### src/rtl/plt_pkg.sv
// Shared types and constants for the positional list table.
// Depends on nothing; every other file in rtl uses it.
`default_nettype none

package plt_pkg;

    localparam int unsigned DEPTH_DEFAULT = 128;

    typedef enum logic [2:0] {
        OP_GET    = 3'd0,
        OP_LOCATE = 3'd1,
        OP_INSERT = 3'd2,
        OP_DELETE = 3'd3,
        OP_CLEAR  = 3'd4
    } op_t;

    typedef enum logic [1:0] {
        CELL_HOLD   = 2'd0,
        CELL_ROTATE = 2'd1,
        CELL_INSERT = 2'd2,
        CELL_DELETE = 2'd3
    } cell_op_t;

    typedef enum logic [1:0] {
        ST_IDLE = 2'd0,
        ST_SCAN = 2'd1,
        ST_DONE = 2'd2
    } state_t;

    typedef struct packed {
        logic [2:0]         opcode;
        logic [7:0]         position;
        logic signed [31:0] value;
    } in_item_t;

    typedef struct packed {
        logic               status;
        logic signed [31:0] read_value;
        logic [7:0]         found_position;
        logic [7:0]         count;
    } out_item_t;

    typedef struct packed {
        cell_op_t    op;
        logic [31:0] value;
    } cell_cmd_t;

endpackage

`default_nettype wire

### src/rtl/plt_cell.sv
// One cell of the list ring: holds a single entry and shifts or rotates it.
// Depends on plt_pkg for the cell command type.
`default_nettype none

module plt_cell #(
    parameter int unsigned DEPTH = plt_pkg::DEPTH_DEFAULT,
    parameter int unsigned INDEX = 0
) (
    input  wire                          clk,
    input  plt_pkg::cell_cmd_t           cmd,
    input  wire [$clog2(DEPTH)-1:0]      slot,
    input  wire [31:0]                   lower_data,
    input  wire [31:0]                   upper_data,
    output logic [31:0]                  data
);

    localparam int unsigned IW = $clog2(DEPTH);

    logic [IW-1:0] my_index;
    logic [31:0]   data_reg;
    logic [31:0]   data_next;

    assign my_index = IW'(INDEX);
    assign data     = data_reg;

    always_comb
    begin
        data_next = data_reg;
        unique case (cmd.op)
            plt_pkg::CELL_HOLD:
            begin
                data_next = data_reg;
            end
            plt_pkg::CELL_ROTATE:
            begin
                data_next = upper_data;
            end
            plt_pkg::CELL_INSERT:
            begin
                // open a gap at slot, take the new value there
                if (my_index > slot)
                begin
                    data_next = lower_data;
                end
                else if (my_index == slot)
                begin
                    data_next = cmd.value;
                end
            end
            plt_pkg::CELL_DELETE:
            begin
                if (my_index >= slot)
                begin
                    data_next = upper_data;
                end
            end
            default:
            begin
                data_next = data_reg;
            end
        endcase
    end

    always_ff @(posedge clk)
    begin
        data_reg <= data_next;
    end

endmodule

`default_nettype wire

### config.mk
export PLATFORM = sky130hd
export DESIGN_NAME = plt_cell
export DESIGN_NICKNAME = d
export VERILOG_FILES = /design/src/rtl/plt_pkg.sv /design/src/rtl/plt_cell.sv
export SDC_FILE = /design/constraint.sdc
export NUM_CORES = 1
export LEC_CHECK = 0
export BUFFER_PORTS_ARGS = -buffer_cell sky130_fd_sc_hd__clkbuf_2
export CORE_MARGIN = 3
export CORE_UTILIZATION = 37
export CTS_CLUSTER_SIZE = 30
export DETAILED_ROUTE_END_ITERATION = 6
export GPL_TIMING_DRIVEN = 0
export PLACE_DENSITY = 0.8
export SYNTH_ARGS = -nofsm -noshare
export SYNTH_HDL_FRONTEND = slang
export SYNTH_SLANG_ARGS = --single-unit
### constraint.sdc
create_clock -name clk -period 1.6 [get_ports clk]
set_input_delay 0.08 -clock clk [delete_from_list [all_inputs] [get_ports clk]]
set_output_delay 0.08 -clock clk [all_outputs]
set_load 0.02 [all_outputs]
**Word level (Yosys, flattened, before mapping)**

Cells that the tools add are included.

- Magnitude comparators: 2
- Equality and inequality tests: 5
- Mux-type cells: 4
- Reduce and logical (&&, ||, !) cells: 3
- Bitwise gates (word level): 1

Operators by type and width:

| kind | count |
|---|---|
| $mux W32 | 3 |
| $pmux W32 S3 | 1 |
| $ge A1 B7 Y1 const A | 1 |
| $gt A1 B7 Y1 const A | 1 |
| $logic_not A7 Y1 | 1 |
| $eq A2 B2 Y1 const B | 2 |
| $ne A3 B3 Y1 const B | 1 |
| $reduce_and A3 Y1 | 1 |
| $eq A2 B1 Y1 const B | 1 |
| $logic_not A2 Y1 | 1 |
| $ne A2 B2 Y1 const B | 1 |
| $not A1 Y1 | 1 |

- Register bits after elaboration: 32
- Bits of input ports: 106
- Logic and storage cells: 16
- Output and inout bits: 32

**Longest topological paths before layout**

- Depth in word-level cells: 4
- Gate-level depth with buffers: 4
- Depth with buffers taken out: 2

**Least setup slack after synthesis**

OpenSTA, ideal clock, no wires.

- Path kind: input to register
- From: input slot[3]
- To: register data_reg[0] (netlist: data[0]) (enable)
- Arrival time: 907 ps
- Required time: 1223 ps
- Library setup time: 377 ps
- Stages: 2
- Buffers on the path: 0
- Path slack: 316 ps
- Path through: nor4_1 -> a31o_2

- Cells in the longest elaborated chain, start to end: 3
- Elaborated cells between the ends (all ways): 6
- Classes of those cells: order compare: 2; eq/ne: 2; reduce/logical: 2

Ends and longest elaborated chain:

| element | RTL line | text |
|---|---|---|
| start, declared | plt_cell.sv:11 | `input wire [$clog2(DEPTH)-1:0] slot,` |
| $gt A1 B7 Y1, or another cell as far along | plt_cell.sv:41 | `if (my_index > slot)` |
| $ne A3 B3 Y1 (no source line) / $ne A2 B2 Y1 (equally long branches) | - |  |
| $reduce_and A3 Y1 (no source line) (*) | - |  |
| end signal, assigned | plt_cell.sv:66 | `data_reg <= data_next;` |
| end, declared | plt_cell.sv:20 | `logic [31:0] data_reg;` |

Mark *: on every way between the ends. The rest lies on a longest branch, timed or not.
A chain may end at the register's enable or synchronous reset.

**Final worst setup path**

- From: input slot[3]
- To: register data_reg[21] (netlist: data[21]) (enable)

The elaborated chain is that of the path after synthesis.

==> summary.md <==
| Metric | Value |
|---|---|
| Sequential fraction of the synthesis area | 0.625 |
| Core Region | 0.00383 mm^2 |
| Worst Path Required | 1.50 ns |
| Clock Path Buffers | 2 |
| Worst setup margin | 0.333 ns |
| Period minus WS final | 1.27 ns |
| Synthesized flop and latch total | 32 |
| Synth-to-Final Area Change | 45.0% |
| Die area | approximately 0.0050 mm^2 |
| DR WL/cell | 13.9 um |
| Main synth FF type | edfxtp_1 |
| Worst Tran Pin Value | 0.827 ns |
| Ys async rst share | 0 |
| Number of global-route vias before repair | 1,100 |
| Worst-path fanout max | 32 |
| Area share of the largest cell type after synthesis | 0.625 |
| Worst path bufs/invs | 1 |
| DPL Wire Length | 2.59 mm |
| Pleak | 1.11 nW |
| Maximum VDD drop | 0.000491 V |
| Max Cap Viol | 0 |
| First-pass GRT wire length | 5.01 mm |
| Max Transition Viols Final | 0 |
| Synthesized area | around 0.0015 mm^2 |
| Leading cell type by number of instances after synthesis | edfxtp_1 |
| Outcome | complete, no violations |
| CTS tree | built |
| Pin count of the biggest net entering global routing | 33 |
| Post-Place Worst Slack | 0.0182 ns |
| Max FFs per register | 32 |
| Arr. time, crit path | 1.17 ns |
| Die Wd | 70.5 um |
| Max incr delay on CP | 0.74 ns |
| CP delay by family, top | compound AO/OA/AOI/OAI gates |
| Unique masters post-synth | 10 |
| Final setup vio count | 0 |
| Vias | 1,060 |
| H-tree lvl count | 2 |
| Critical Path Start Type | primary input |
| CP max stage cell | a31o_2 |
| Worst hold path type | primary input to register |
| Core Util, Final | 0.583 |
| Routed wire length | 3.25 mm |
| Vias per Instance | roughly 4.5 |
| Die height | 70.5 um |
| Post-DRT Antenna Nets | 0 |
| Number of cell rows | 22 |
| RSZ-0062 raised after global routing | no |
| Overflow after GRT | 0 |
| Clock sinks | 32 |
| DRC | 0 |
| Synth Area per Inst | 21.1 um^2 |
| Syn Inst Count | 73 |
| Initial antenna violation count | 0 |
| Syn. warnings | 0 |
| Top post-synthesis cells by count | edfxtp_1, mux2_4, buf_12, mux2_2 |
| GRT Util Overall | 0.136 |
| Relative slew slack | 0.449 |
| Starting Density | 0.402 |
| Layout cell share with drive strength beyond 1 | 0.796 |
| Postcts setup bufs | 0 |
| Critical path type | primary input to register |
| Nets | 291 |
| Reg clk slew, reported paths | 0.06 ns |
| Area contributors post-synth | edfxtp_1, mux2_4, buf_12 |
| Top Ports | 138 |
| Initial DRT Pass Iterations | 3 |
| CTS Root Cell | clkbuf_8 |
| Routability cong. | 0.716 |
| Ant. Diodes | 0 |
| Final hold violations | 0 |
| Fmax | 0.789 GHz |
| Tcrit/Tclk final | 0.792 |
| Post-CTS sizing | 0 |
| CP Capture Type | register |
| Port Buffer Count | 105 |
| Power Dens Cells | 962 mW/mm^2 |
| Critical-path cell list | clkbuf_2 -> nor4_1 -> a31o_2 |
| Cts hold-fix bufs | 0 |
| Post-synth net total | 179 |
| Number of synthesized flops with an enable pin | 32 |
| Num CTS Buffers | 5 |
| Final TNS setup | 0 ns |
| Post-synth top area cell | edfxtp_1 |
| Starting DRT DRC Count | 56 |
## per-layer routing
layer	up-vias	GRT usage	share of wire
met1	483	0.140	0.36
met3	2	0.0662	0.12
met4	0	0.0638	0.010
met2	68	0.229	0.51
met5	-	0	0
li1	507	-	-
## worst paths after layout
kind            from       end  slack [ns]  cells after the start
max          slot[3]  data[21]        0.33                      3
min   upper_data[14]  data[14]         0.1                      2
## report_power, final
part | switching (mW) | internal [mW]
clock network | 0.277 | 0.453
registers | 0.0164 | 1.00
logic | 0.185 | 0.212
total | 0.478 | 1.67
## cells by family after synthesis
family                 share of synthesized area
DFF                                        0.625
and+or+nand+nor                           0.0155
AOI/OAI and AO/OA                        0.00570
buffers and inverters                     0.0464
muxes                                      0.308
## cell usage in the layout, fill, tap and decap left out, types with 2 or more instances in the layout
cell type,instances
clkbuf_2,105
edfxtp_1,32
mux2_4,30
clkbuf_8,5
buf_12,3
mux2_2,2
clkinv_1,2
## through the flow
step                      total power [mW]  cells  area, um^2  hold WS (ns)
final                                 2.14    234        2230        0.0976
after global placement                1.43    226        2120         0.381
after detailed placement              1.44    226        2120         0.385
after CTS                             2.18    234        2230        0.0847
after floorplan                       1.27     73        1540         0.297
after global routing                  2.24    234        2230        0.0827
## cell type report
| type | instances | area [um^2] |
|---|---|---|
| Fill cell | 324 | 1600 |
| Sequential cell | 32 | 961 |
| Timing Repair Buffer | 105 | 526 |
| Multi-Input combinational cell | 37 | 505 |
| Buffer | 4 | 71.3 |
| Clock buffer | 5 | 68.8 |
| Tap cell | 48 | 60.1 |
| Clock inverter | 3 | 37.5 |
No activity file was read; power rests on OpenSTA's default activity.
