### src/rtl/plt_pkg.sv
// Shared types and constants for the positional list table.
// Depends on nothing; every other file in rtl uses it.
`default_nettype none

package plt_pkg;

    localparam int unsigned DEPTH_DEFAULT = 128;

    typedef enum logic [2:0] {
        OP_GET    = 3'd0,
        OP_LOCATE = 3'd1,
        OP_INSERT = 3'd2,
        OP_DELETE = 3'd3,
        OP_CLEAR  = 3'd4
    } op_t;

    typedef enum logic [1:0] {
        CELL_HOLD   = 2'd0,
        CELL_ROTATE = 2'd1,
        CELL_INSERT = 2'd2,
        CELL_DELETE = 2'd3
    } cell_op_t;

    typedef enum logic [1:0] {
        ST_IDLE = 2'd0,
        ST_SCAN = 2'd1,
        ST_DONE = 2'd2
    } state_t;

    typedef struct packed {
        logic [2:0]         opcode;
        logic [7:0]         position;
        logic signed [31:0] value;
    } in_item_t;

    typedef struct packed {
        logic               status;
        logic signed [31:0] read_value;
        logic [7:0]         found_position;
        logic [7:0]         count;
    } out_item_t;

    typedef struct packed {
        cell_op_t    op;
        logic [31:0] value;
    } cell_cmd_t;

endpackage

`default_nettype wire

### src/rtl/plt_ctrl.sv
// Sequencer of the list table: decodes items, keeps the count, walks the ring
// for get and locate, and holds the result item. Depends on plt_pkg.
`default_nettype none

module plt_ctrl #(
    parameter int unsigned DEPTH = plt_pkg::DEPTH_DEFAULT
) (
    input  wire                          clk,
    input  wire                          rst_n,
    input  wire                          cmd_valid,
    output logic                         cmd_stall,
    input  plt_pkg::in_item_t            cmd,
    output logic                         res_valid,
    input  wire                          res_stall,
    output plt_pkg::out_item_t           res,
    output plt_pkg::cell_cmd_t           cell_cmd,
    output logic [$clog2(DEPTH)-1:0]     slot,
    input  wire [31:0]                   head_data
);

    localparam int unsigned IW   = $clog2(DEPTH);
    localparam int unsigned CW   = $clog2(DEPTH + 1);
    localparam int unsigned CMPW = ((CW > 8) ? CW : 8) + 1;

    plt_pkg::state_t state_reg, state_next;
    plt_pkg::op_t    op;

    logic [CW-1:0]   count_reg, count_next;
    logic [IW-1:0]   step_reg, step_next;
    logic [2:0]      op_reg, op_next;
    logic [IW-1:0]   target_reg, target_next;
    logic [31:0]     val_reg, val_next;
    logic            status_reg, status_next;
    logic [31:0]     rd_reg, rd_next;
    logic [7:0]      found_reg, found_next;
    logic            hit_reg, hit_next;

    logic            accept;
    logic            last_step;
    logic [CMPW-1:0] pos_w;
    logic [CMPW-1:0] cnt_w;
    logic            pos_ok_rd;
    logic            pos_ok_ins;
    logic [CW-1:0]   step_plus;

    assign op         = plt_pkg::op_t'(cmd.opcode);
    assign accept     = cmd_valid && !cmd_stall;
    assign last_step  = (step_reg == IW'(DEPTH - 1));
    assign pos_w      = CMPW'(cmd.position);
    assign cnt_w      = CMPW'(count_reg);
    assign pos_ok_rd  = (cmd.position != 8'd0) && (pos_w <= cnt_w);
    assign pos_ok_ins = (cmd.position != 8'd0) && (pos_w <= cnt_w + CMPW'(1))
                        && (count_reg != CW'(DEPTH));
    assign step_plus  = CW'(step_reg) + CW'(1);

    // next state
    always_comb
    begin
        state_next = state_reg;
        unique case (state_reg)
            plt_pkg::ST_IDLE:
            begin
                if (cmd_valid)
                begin
                    if ((op == plt_pkg::OP_GET && pos_ok_rd) || op == plt_pkg::OP_LOCATE)
                    begin
                        state_next = plt_pkg::ST_SCAN;
                    end
                    else
                    begin
                        state_next = plt_pkg::ST_DONE;
                    end
                end
            end
            plt_pkg::ST_SCAN:
            begin
                if (last_step)
                begin
                    state_next = plt_pkg::ST_DONE;
                end
            end
            plt_pkg::ST_DONE:
            begin
                if (!res_stall)
                begin
                    state_next = plt_pkg::ST_IDLE;
                end
            end
            default:
            begin
                state_next = plt_pkg::ST_IDLE;
            end
        endcase
    end

    // outputs and cell commands
    always_comb
    begin
        cmd_stall      = 1'b1;
        res_valid      = 1'b0;
        cell_cmd.op    = plt_pkg::CELL_HOLD;
        cell_cmd.value = cmd.value;
        slot           = IW'(cmd.position - 8'd1);
        unique case (state_reg)
            plt_pkg::ST_IDLE:
            begin
                cmd_stall = 1'b0;
                if (cmd_valid && op == plt_pkg::OP_INSERT && pos_ok_ins)
                begin
                    cell_cmd.op = plt_pkg::CELL_INSERT;
                end
                else if (cmd_valid && op == plt_pkg::OP_DELETE && pos_ok_rd)
                begin
                    cell_cmd.op = plt_pkg::CELL_DELETE;
                end
            end
            plt_pkg::ST_SCAN:
            begin
                cell_cmd.op = plt_pkg::CELL_ROTATE;
            end
            plt_pkg::ST_DONE:
            begin
                res_valid = 1'b1;
            end
            default:
            begin
                cmd_stall = 1'b1;
            end
        endcase
    end

    assign res.status         = status_reg;
    assign res.read_value     = rd_reg;
    assign res.found_position = found_reg;
    assign res.count          = 8'(count_reg);

    // datapath next values
    always_comb
    begin
        count_next  = count_reg;
        step_next   = step_reg;
        op_next     = op_reg;
        target_next = target_reg;
        val_next    = val_reg;
        status_next = status_reg;
        rd_next     = rd_reg;
        found_next  = found_reg;
        hit_next    = hit_reg;

        if (accept)
        begin
            op_next     = cmd.opcode;
            target_next = IW'(cmd.position - 8'd1);
            val_next    = cmd.value;
            rd_next     = 32'd0;
            found_next  = 8'd0;
            hit_next    = 1'b0;
            step_next   = '0;
            unique case (op)
                plt_pkg::OP_GET:
                begin
                    status_next = !pos_ok_rd;
                end
                plt_pkg::OP_LOCATE:
                begin
                    status_next = 1'b0;
                end
                plt_pkg::OP_INSERT:
                begin
                    status_next = !pos_ok_ins;
                    if (pos_ok_ins)
                    begin
                        count_next = count_reg + CW'(1);
                    end
                end
                plt_pkg::OP_DELETE:
                begin
                    status_next = !pos_ok_rd;
                    if (pos_ok_rd)
                    begin
                        count_next = count_reg - CW'(1);
                    end
                end
                plt_pkg::OP_CLEAR:
                begin
                    status_next = 1'b0;
                    count_next  = '0;
                end
                default:
                begin
                    status_next = 1'b1;
                end
            endcase
        end
        else if (state_reg == plt_pkg::ST_SCAN)
        begin
            // head cell holds the entry at step; advance the ring back to alignment
            step_next = last_step ? '0 : step_reg + IW'(1);
            if (op_reg == plt_pkg::OP_GET && step_reg == target_reg)
            begin
                rd_next = head_data;
            end
            if (op_reg == plt_pkg::OP_LOCATE && !hit_reg
                && CW'(step_reg) < count_reg && head_data == val_reg)
            begin
                hit_next   = 1'b1;
                found_next = 8'(step_plus);
            end
        end
    end

    always_ff @(posedge clk or negedge rst_n)
    begin
        if (!rst_n)
        begin
            state_reg <= plt_pkg::ST_IDLE;
            count_reg <= '0;
            step_reg  <= '0;
        end
        else
        begin
            state_reg <= state_next;
            count_reg <= count_next;
            step_reg  <= step_next;
        end
    end

    always_ff @(posedge clk)
    begin
        op_reg     <= op_next;
        target_reg <= target_next;
        val_reg    <= val_next;
        status_reg <= status_next;
        rd_reg     <= rd_next;
        found_reg  <= found_next;
        hit_reg    <= hit_next;
    end

    a_count_bound: assert property (@(posedge clk) disable iff (!rst_n)
        count_reg <= CW'(DEPTH))
        else $error("entry count above depth");

    a_ring_aligned: assert property (@(posedge clk) disable iff (!rst_n)
        state_reg != plt_pkg::ST_SCAN |-> step_reg == '0)
        else $error("ring left out of alignment");

    a_scan_ends: assert property (@(posedge clk) disable iff (!rst_n)
        (state_reg == plt_pkg::ST_SCAN && last_step) |=> state_reg == plt_pkg::ST_DONE)
        else $error("scan did not end after a full turn");

    a_insert_count: assert property (@(posedge clk) disable iff (!rst_n)
        (accept && op == plt_pkg::OP_INSERT && pos_ok_ins)
        |=> count_reg == $past(count_reg) + CW'(1))
        else $error("insert did not grow the count");

    a_no_shift_in_scan: assert property (@(posedge clk) disable iff (!rst_n)
        state_reg != plt_pkg::ST_IDLE |->
        (cell_cmd.op != plt_pkg::CELL_INSERT && cell_cmd.op != plt_pkg::CELL_DELETE))
        else $error("shift issued while an item is in flight");

endmodule

`default_nettype wire

### config.mk
export PLATFORM = sky130hd
export DESIGN_NAME = plt_ctrl
export DESIGN_NICKNAME = d
export VERILOG_FILES = /design/src/rtl/plt_pkg.sv /design/src/rtl/plt_ctrl.sv
export SDC_FILE = /design/constraint.sdc
export NUM_CORES = 1
export LEC_CHECK = 0
export ABC_AREA = 1
export BUFFER_PORTS_ARGS = -buffer_cell sky130_fd_sc_hd__buf_2
export CORE_UTILIZATION = 50
export DETAILED_ROUTE_END_ITERATION = 10
export MAX_ROUTING_LAYER = met4
export PLACE_DENSITY = 0.77
export SLEW_MARGIN = 20
export SYNTH_ARGS = -nofsm -noshare
export SYNTH_HDL_FRONTEND = slang
export SYNTH_SLANG_ARGS = --single-unit
### constraint.sdc
create_clock -name clk -period 2.8 [get_ports clk]
set_input_delay 0.42 -clock clk [delete_from_list [all_inputs] [get_ports clk]]
set_output_delay 0.42 -clock clk [all_outputs]
set_load 0.005 [all_outputs]
Word level (Yosys, flattened, before mapping):

Cells that the tools add are included.

* flip-flop bits (word level): 101
* latch bits: 0
* bits in writable memories: 0
* bits in read-only memories: 0
* input port bits: 79
* output and inout port bits: 92
* memories kept: 0

* add/sub/neg operators: 6
* multiply operators: 0
* div/mod/pow operators: 0
* $lt $le $gt $ge: 3
* eq/ne operators: 16
* shifts and indexed selects: 0
* multiplexer cells: 17
* bitwise gates (word level): 0
* reduce and logical (&&, ||, !) cells: 29

Operators by type and width (count)
* 32-bit equality test: 1
* 8-bit one-hot mux with 3 select lines: 1
* 7-bit 2-to-1 mux: 3
* 8-bit 2-to-1 mux: 2
* 1-bit logical AND: 13
* 2-bit 2-to-1 mux: 6
* 2-bit inequality test (second input constant): 5
* 8-bit by 1-bit adder with 9-bit output (second input constant): 1
* 8-bit by 9-bit <= comparator with 1-bit output: 1
* 7-bit by 1-bit adder with 8-bit output (second input constant): 1
* 8-bit by 1-bit adder with 8-bit output (second input constant): 1
* 8-bit <= comparator: 1
* 7-bit by 8-bit < comparator with 1-bit output: 1
* 8-bit inequality test (second input constant): 1
* 8-bit nonzero test: 1
* 8-bit by 1-bit subtractor with 8-bit output (second input constant): 1
* 7-bit by 1-bit adder with 7-bit output (second input constant): 1
* 7-bit equality test: 1
* 7-bit equality test (second input constant): 1
* 7-bit by 1-bit subtractor with 7-bit output (second input constant): 1
* 3-bit by 1-bit equality test with 1-bit output (second input constant): 2
* 3-bit by 2-bit equality test with 1-bit output (second input constant): 2
* 3-bit logical NOT: 2
* 2-bit one-hot mux with 3 select lines: 1
* 15 further kinds: 20

Logic depth before layout (Yosys ltp):

* depth after elaboration: 7
* depth in mapped cells: 16
* mapped depth without buffers: 16

Least setup slack after synthesis:

Ideal clock, no wire load.

* path kind: reg2out
* start: register count_reg[0]
* end: output cell_cmd[33] in the netlist's numbering
* arrival time: 2.010 ns
* required time: 2.380 ns
* slack: 0.370 ns
* stages on the path, launching flop included: 12
* buffers on the path: 0
* cells stage by stage: dfrtp_1 ha_1 nand3_1 nor2_2 xor2_1 ha_1 a21o_1 a21oi_1 nand2_1 nand2_2 nand4_1 a21oi_1

RTL lines
* start, declared: line plt_ctrl.sv:28 `logic [CW-1:0] count_reg, count_next;`
* start signal, assigned: line plt_ctrl.sv:223 `count_reg <= count_next;`
* end, declared: line plt_ctrl.sv:16 `output plt_pkg::cell_cmd_t cell_cmd,`

==> key figures <==
GRT
  – Met1 GRT Util: 0.301
  – Number of global-route vias before repair: 5072
  – Wire length of the first global-routing pass: 24400 um
  – GR Layer Usage met3: 0.0396
  – Antenna violations before repair: 0
  – Met2 demand-to-capacity share in global routing: 0.442
  – Residual overflow from global routing: 0
  – Largest net degree at the start of global routing: 42
  – GRT Max-Usage Layer: met2
  – GRT Util Overall: 0.254

Power
  – Sequential power share: 0.384
  – Cell area power density: 703 nW/um^2
  – Switching power share of the total: 0.382
  – Internal power consumption: 3.18 mW
  – Peak supply drop: 0.000410 V
  – Switching power of the nets: 1.97 mW
  – Proportion of power drawn by combinational gates: 0.384
  – Leakage power: 3.70 nW
  – Proportion of power drawn by the clock network: 0.233

Setup path
  – Worst R2R Path Depth: 15
  – CP Data Arrival Time: 2.45 ns
  – Reg2Reg Capture Point: count_reg[4]$_DFFE_PN0P_
  – Start-to-end type of the worst setup path: reg2out
  – Type of origin of the critical path: register
  – Req. time, crit path: 2.38 ns
  – Startpoint of the worst setup timing path: count_reg[0]$_DFFE_PN0P_
  – Crit Reg-Reg Startpoint: count_reg[0]$_DFFE_PN0P_
  – R2R Setup Slk: 0.40 ns
  – Worst setup EP type: primary output
  – Critical path peak fanout: 3

Layout
  – Number of antenna cells inserted: 0
  – Footprint of the flip-flops and latches: 2550 sq um
  – Number of inserted filler cells in the final layout: 1061
  – Share of final-layout standard cells stronger than drive strength 1: 0.271
  – Multi-input logic area: 2960 sq um
  – Leading cell type in the layout, fill and taps excluded: sky130_fd_sc_hd__buf_2
  – Utilization after layout: 0.612
  – Syn-to-layout area delta: 19.4%
  – Top library cells by usage in the layout, fill and taps aside: sky130_fd_sc_hd__buf_2 (170), sky130_fd_sc_hd__nand2_1 (161), sky130_fd_sc_hd__nor2_1 (96)
  – Post-layout nets: 1037

Clock network
  – Clock latency on the worst-skew pair: 0.35 ns
  – Clock tree from TritonCTS: yes
  – Clock-pin slew of the registers on the worst-case setup and hold paths: 0.08 ns
  – H-tree levels: 3
  – TritonCTS Buffers: 9
  – CTS sink cnt: 101
  – Clock tree buffer depth: 2
  – CTS root buffer: sky130_fd_sc_hd__clkbuf_16

Routing
  – First DRT Iteration DRCs: 381
  – DRT antenna net count: 0
  – Number of DRC violations after detailed routing: 0
  – Detailed-route wire length per cell: 14.4 um
  – Detailed Routing Iterations Pass 1: 4
  – Wire length after detailed routing: 15500 um
  – DR vias: 5490
  – DR vias/cell: 5.10

STA
  – Setup repair after global routing missed its margin: yes
  – Slew at the pin closest to its max-slew limit: 0.607 ns
  – Setup-violating endpoint count in the final report: 1
  – Post-route worst setup slack: -0.0685 ns
  – Relative slew slack: 0.594
  – Crit share post-route: 1.02
  – Tmin final: 2.87 ns
  – Worst clock skew: 0.00974 ns
  – Maximum clock frequency: 349 MHz
  – Number of max-slew violations in the final report: 0
  – Final hold viol count: 0

Synth
  – Syn avg cell area: 7.91 sq um
  – Leading register cell type out of synthesis: sky130_fd_sc_hd__edfxtp_1
  – Count of yosys warnings during synthesis: 0
  – Leading cell types by total area after synthesis: sky130_fd_sc_hd__edfxtp_1 (21%), sky130_fd_sc_hd__dfxtp_1 (13%), sky130_fd_sc_hd__nand2_1 (9.9%)
  – Mapped Nets: 888
  – Mapped cell area: 6130 sq um
  – Netlist cell types: 46
  – Synth top area share: 0.210
  – Sequential area share after synthesis: 0.414
  – Dominant cell type by area after synthesis: sky130_fd_sc_hd__edfxtp_1
  – Post-synthesis sequential element count: 101
  – Post-synth EDFFs: 43
  – Number of instances in the synthesized netlist: 776
  – Synth async-reset ratio: 0.168

Floorplanning
  – Area of the core region: 12000 sq um
  – Effective utilization at floorplan: 0.513
  – Count of boundary I/O pins: 171
  – Site row count: 40
  – Chip Width: 113 um
  – Y dimension of the die: 113 um
  – Total Die Area: 12700 sq um

Outcome
  – Run status: complete, but fails checks
  – Failing checks: setup timing

Placed design
  – Final RePlAce weighted congestion: 0.897
  – Worst slack at placement: 0.173 ns
  – Count of buffers inserted at the top-level ports: 170
  – Estimated wirelength of the detail-placed design: 12000 um

Hold path
  – Tightest Hold Check Type: in2async

Job
  – Number of maximum-capacitance violations: 0
==> worst max-delay path: stages (launching register included) <==
cell and delay (ns):
sky130_fd_sc_hd__dfrtp_2 0.44, sky130_fd_sc_hd__ha_4 0.18, sky130_fd_sc_hd__buf_6 0.11, sky130_fd_sc_hd__xnor2_2 0.12, sky130_fd_sc_hd__ha_1 0.34, sky130_fd_sc_hd__buf_4 0.13, sky130_fd_sc_hd__nand4_1 0.10, sky130_fd_sc_hd__o21ai_2 0.15
sky130_fd_sc_hd__inv_1 0.06, sky130_fd_sc_hd__nand2_2 0.07, sky130_fd_sc_hd__nand4_1 0.11, sky130_fd_sc_hd__a21oi_2 0.15, sky130_fd_sc_hd__buf_2 0.12
==> power by group through the flow <==
stage                     clock network [mW]  logic [mW]  registers [mW]
after global placement                     0        1.76            1.98
after CTS                               1.21        1.90            1.95
final                                   1.20        1.98            1.98
after detailed placement                   0        1.80            1.99
after floorplan                            0        1.30            1.95
after global routing                    1.26        2.24            2.00
==> worst max-delay path by stage <==
stage	endpoint	depth (start not counted)
after floorplan	cell_cmd[33]	11
final	cell_cmd[33]	12
after global routing	cell_cmd[33]	14
after global placement	cell_cmd[33]	12
after detailed placement	cell_cmd[33]	12
after CTS	cell_cmd[33]	12
==> per-layer routing <==
metal / vias to the layer above / part of all wire
met5: - / 0
met2: 150 / 0.50
met1: 2511 / 0.43
li1: 2803 / -
met3: 26 / 0.047
met4: 0 / 0.022
==> synthesized netlist by cell type, types with 2 or more instances <==
| cell type | instances |
|---|---|
| sky130_fd_sc_hd__nand3_1 | 29 |
| sky130_fd_sc_hd__nor2_1 | 98 |
| sky130_fd_sc_hd__nand2_4 | 3 |
| sky130_fd_sc_hd__inv_1 | 88 |
| sky130_fd_sc_hd__nand2_2 | 6 |
| sky130_fd_sc_hd__edfxtp_1 | 43 |
| sky130_fd_sc_hd__dfrtp_1 | 17 |
| sky130_fd_sc_hd__clkbuf_1 | 6 |
| sky130_fd_sc_hd__buf_4 | 33 |
| sky130_fd_sc_hd__o21a_1 | 2 |
| sky130_fd_sc_hd__inv_2 | 6 |
| sky130_fd_sc_hd__a21o_1 | 4 |
| sky130_fd_sc_hd__a21oi_1 | 53 |
| sky130_fd_sc_hd__o22ai_1 | 6 |
| sky130_fd_sc_hd__buf_6 | 4 |
| sky130_fd_sc_hd__ha_1 | 32 |
| sky130_fd_sc_hd__or2_2 | 3 |
| sky130_fd_sc_hd__nand3_4 | 2 |
| sky130_fd_sc_hd__buf_2 | 4 |
| sky130_fd_sc_hd__nor2_2 | 4 |
| sky130_fd_sc_hd__nand2_1 | 161 |
| sky130_fd_sc_hd__nor3_1 | 7 |
| sky130_fd_sc_hd__o21ai_0 | 11 |
| sky130_fd_sc_hd__xnor2_1 | 13 |
| sky130_fd_sc_hd__nor2b_1 | 6 |
| sky130_fd_sc_hd__nand4_1 | 20 |
| sky130_fd_sc_hd__xor2_1 | 18 |
| sky130_fd_sc_hd__dfxtp_1 | 41 |
| sky130_fd_sc_hd__nor2_4 | 5 |
| sky130_fd_sc_hd__o21ai_1 | 35 |
==> layout make-up <==
class / count / share of cell area
clock buffers: 9 / 0.0308
flip-flops and latches: 101 / 0.348
inverters: 96 / 0.0496
repair buffers: 185 / 0.134
clock inverters: 7 / 0.00786
well taps: 147 / 0.0251
multi-input cells: 532 / 0.405
==> kinds of logic after synthesis <==
| group | after synthesis | synth area share |
|---|---|---|
| buffers and inverters | 143 | 0.114 |
| and+or+nand+nor | 350 | 0.257 |
| AOI/OAI and AO/OA | 118 | 0.103 |
| xor gates and xnor gates | 31 | 0.0443 |
| adders and majority gates | 33 | 0.0685 |
| DFF | 101 | 0.414 |
==> per-stage QoR <==
step           hold WS, ns  setup TNS, ns  total power [mW]  cell area [sq um]  cells
4_1_cts             0.0114        -0.0621              5.06               7240   1075
3_3_place_gp         0.375              0              3.75               6890   1051
6_report           0.00345        -0.0685              5.15               7320   1077
3_5_place_dp         0.381              0              3.79               6890   1051
5_1_grt             0.0265         -0.225              5.50               7320   1077
2_1_floorplan        0.124              0              3.25               6130    776
==> repair_timing <==
action	in CTS	in global routing
hold buffers	0	0
setup buffers	8	2
hold endpoints to repair	0	0
endpoints found under the setup margin	1	2
pin swaps	9	12
gates resized for setup	5	16
(Power assumes the default switching activity.)
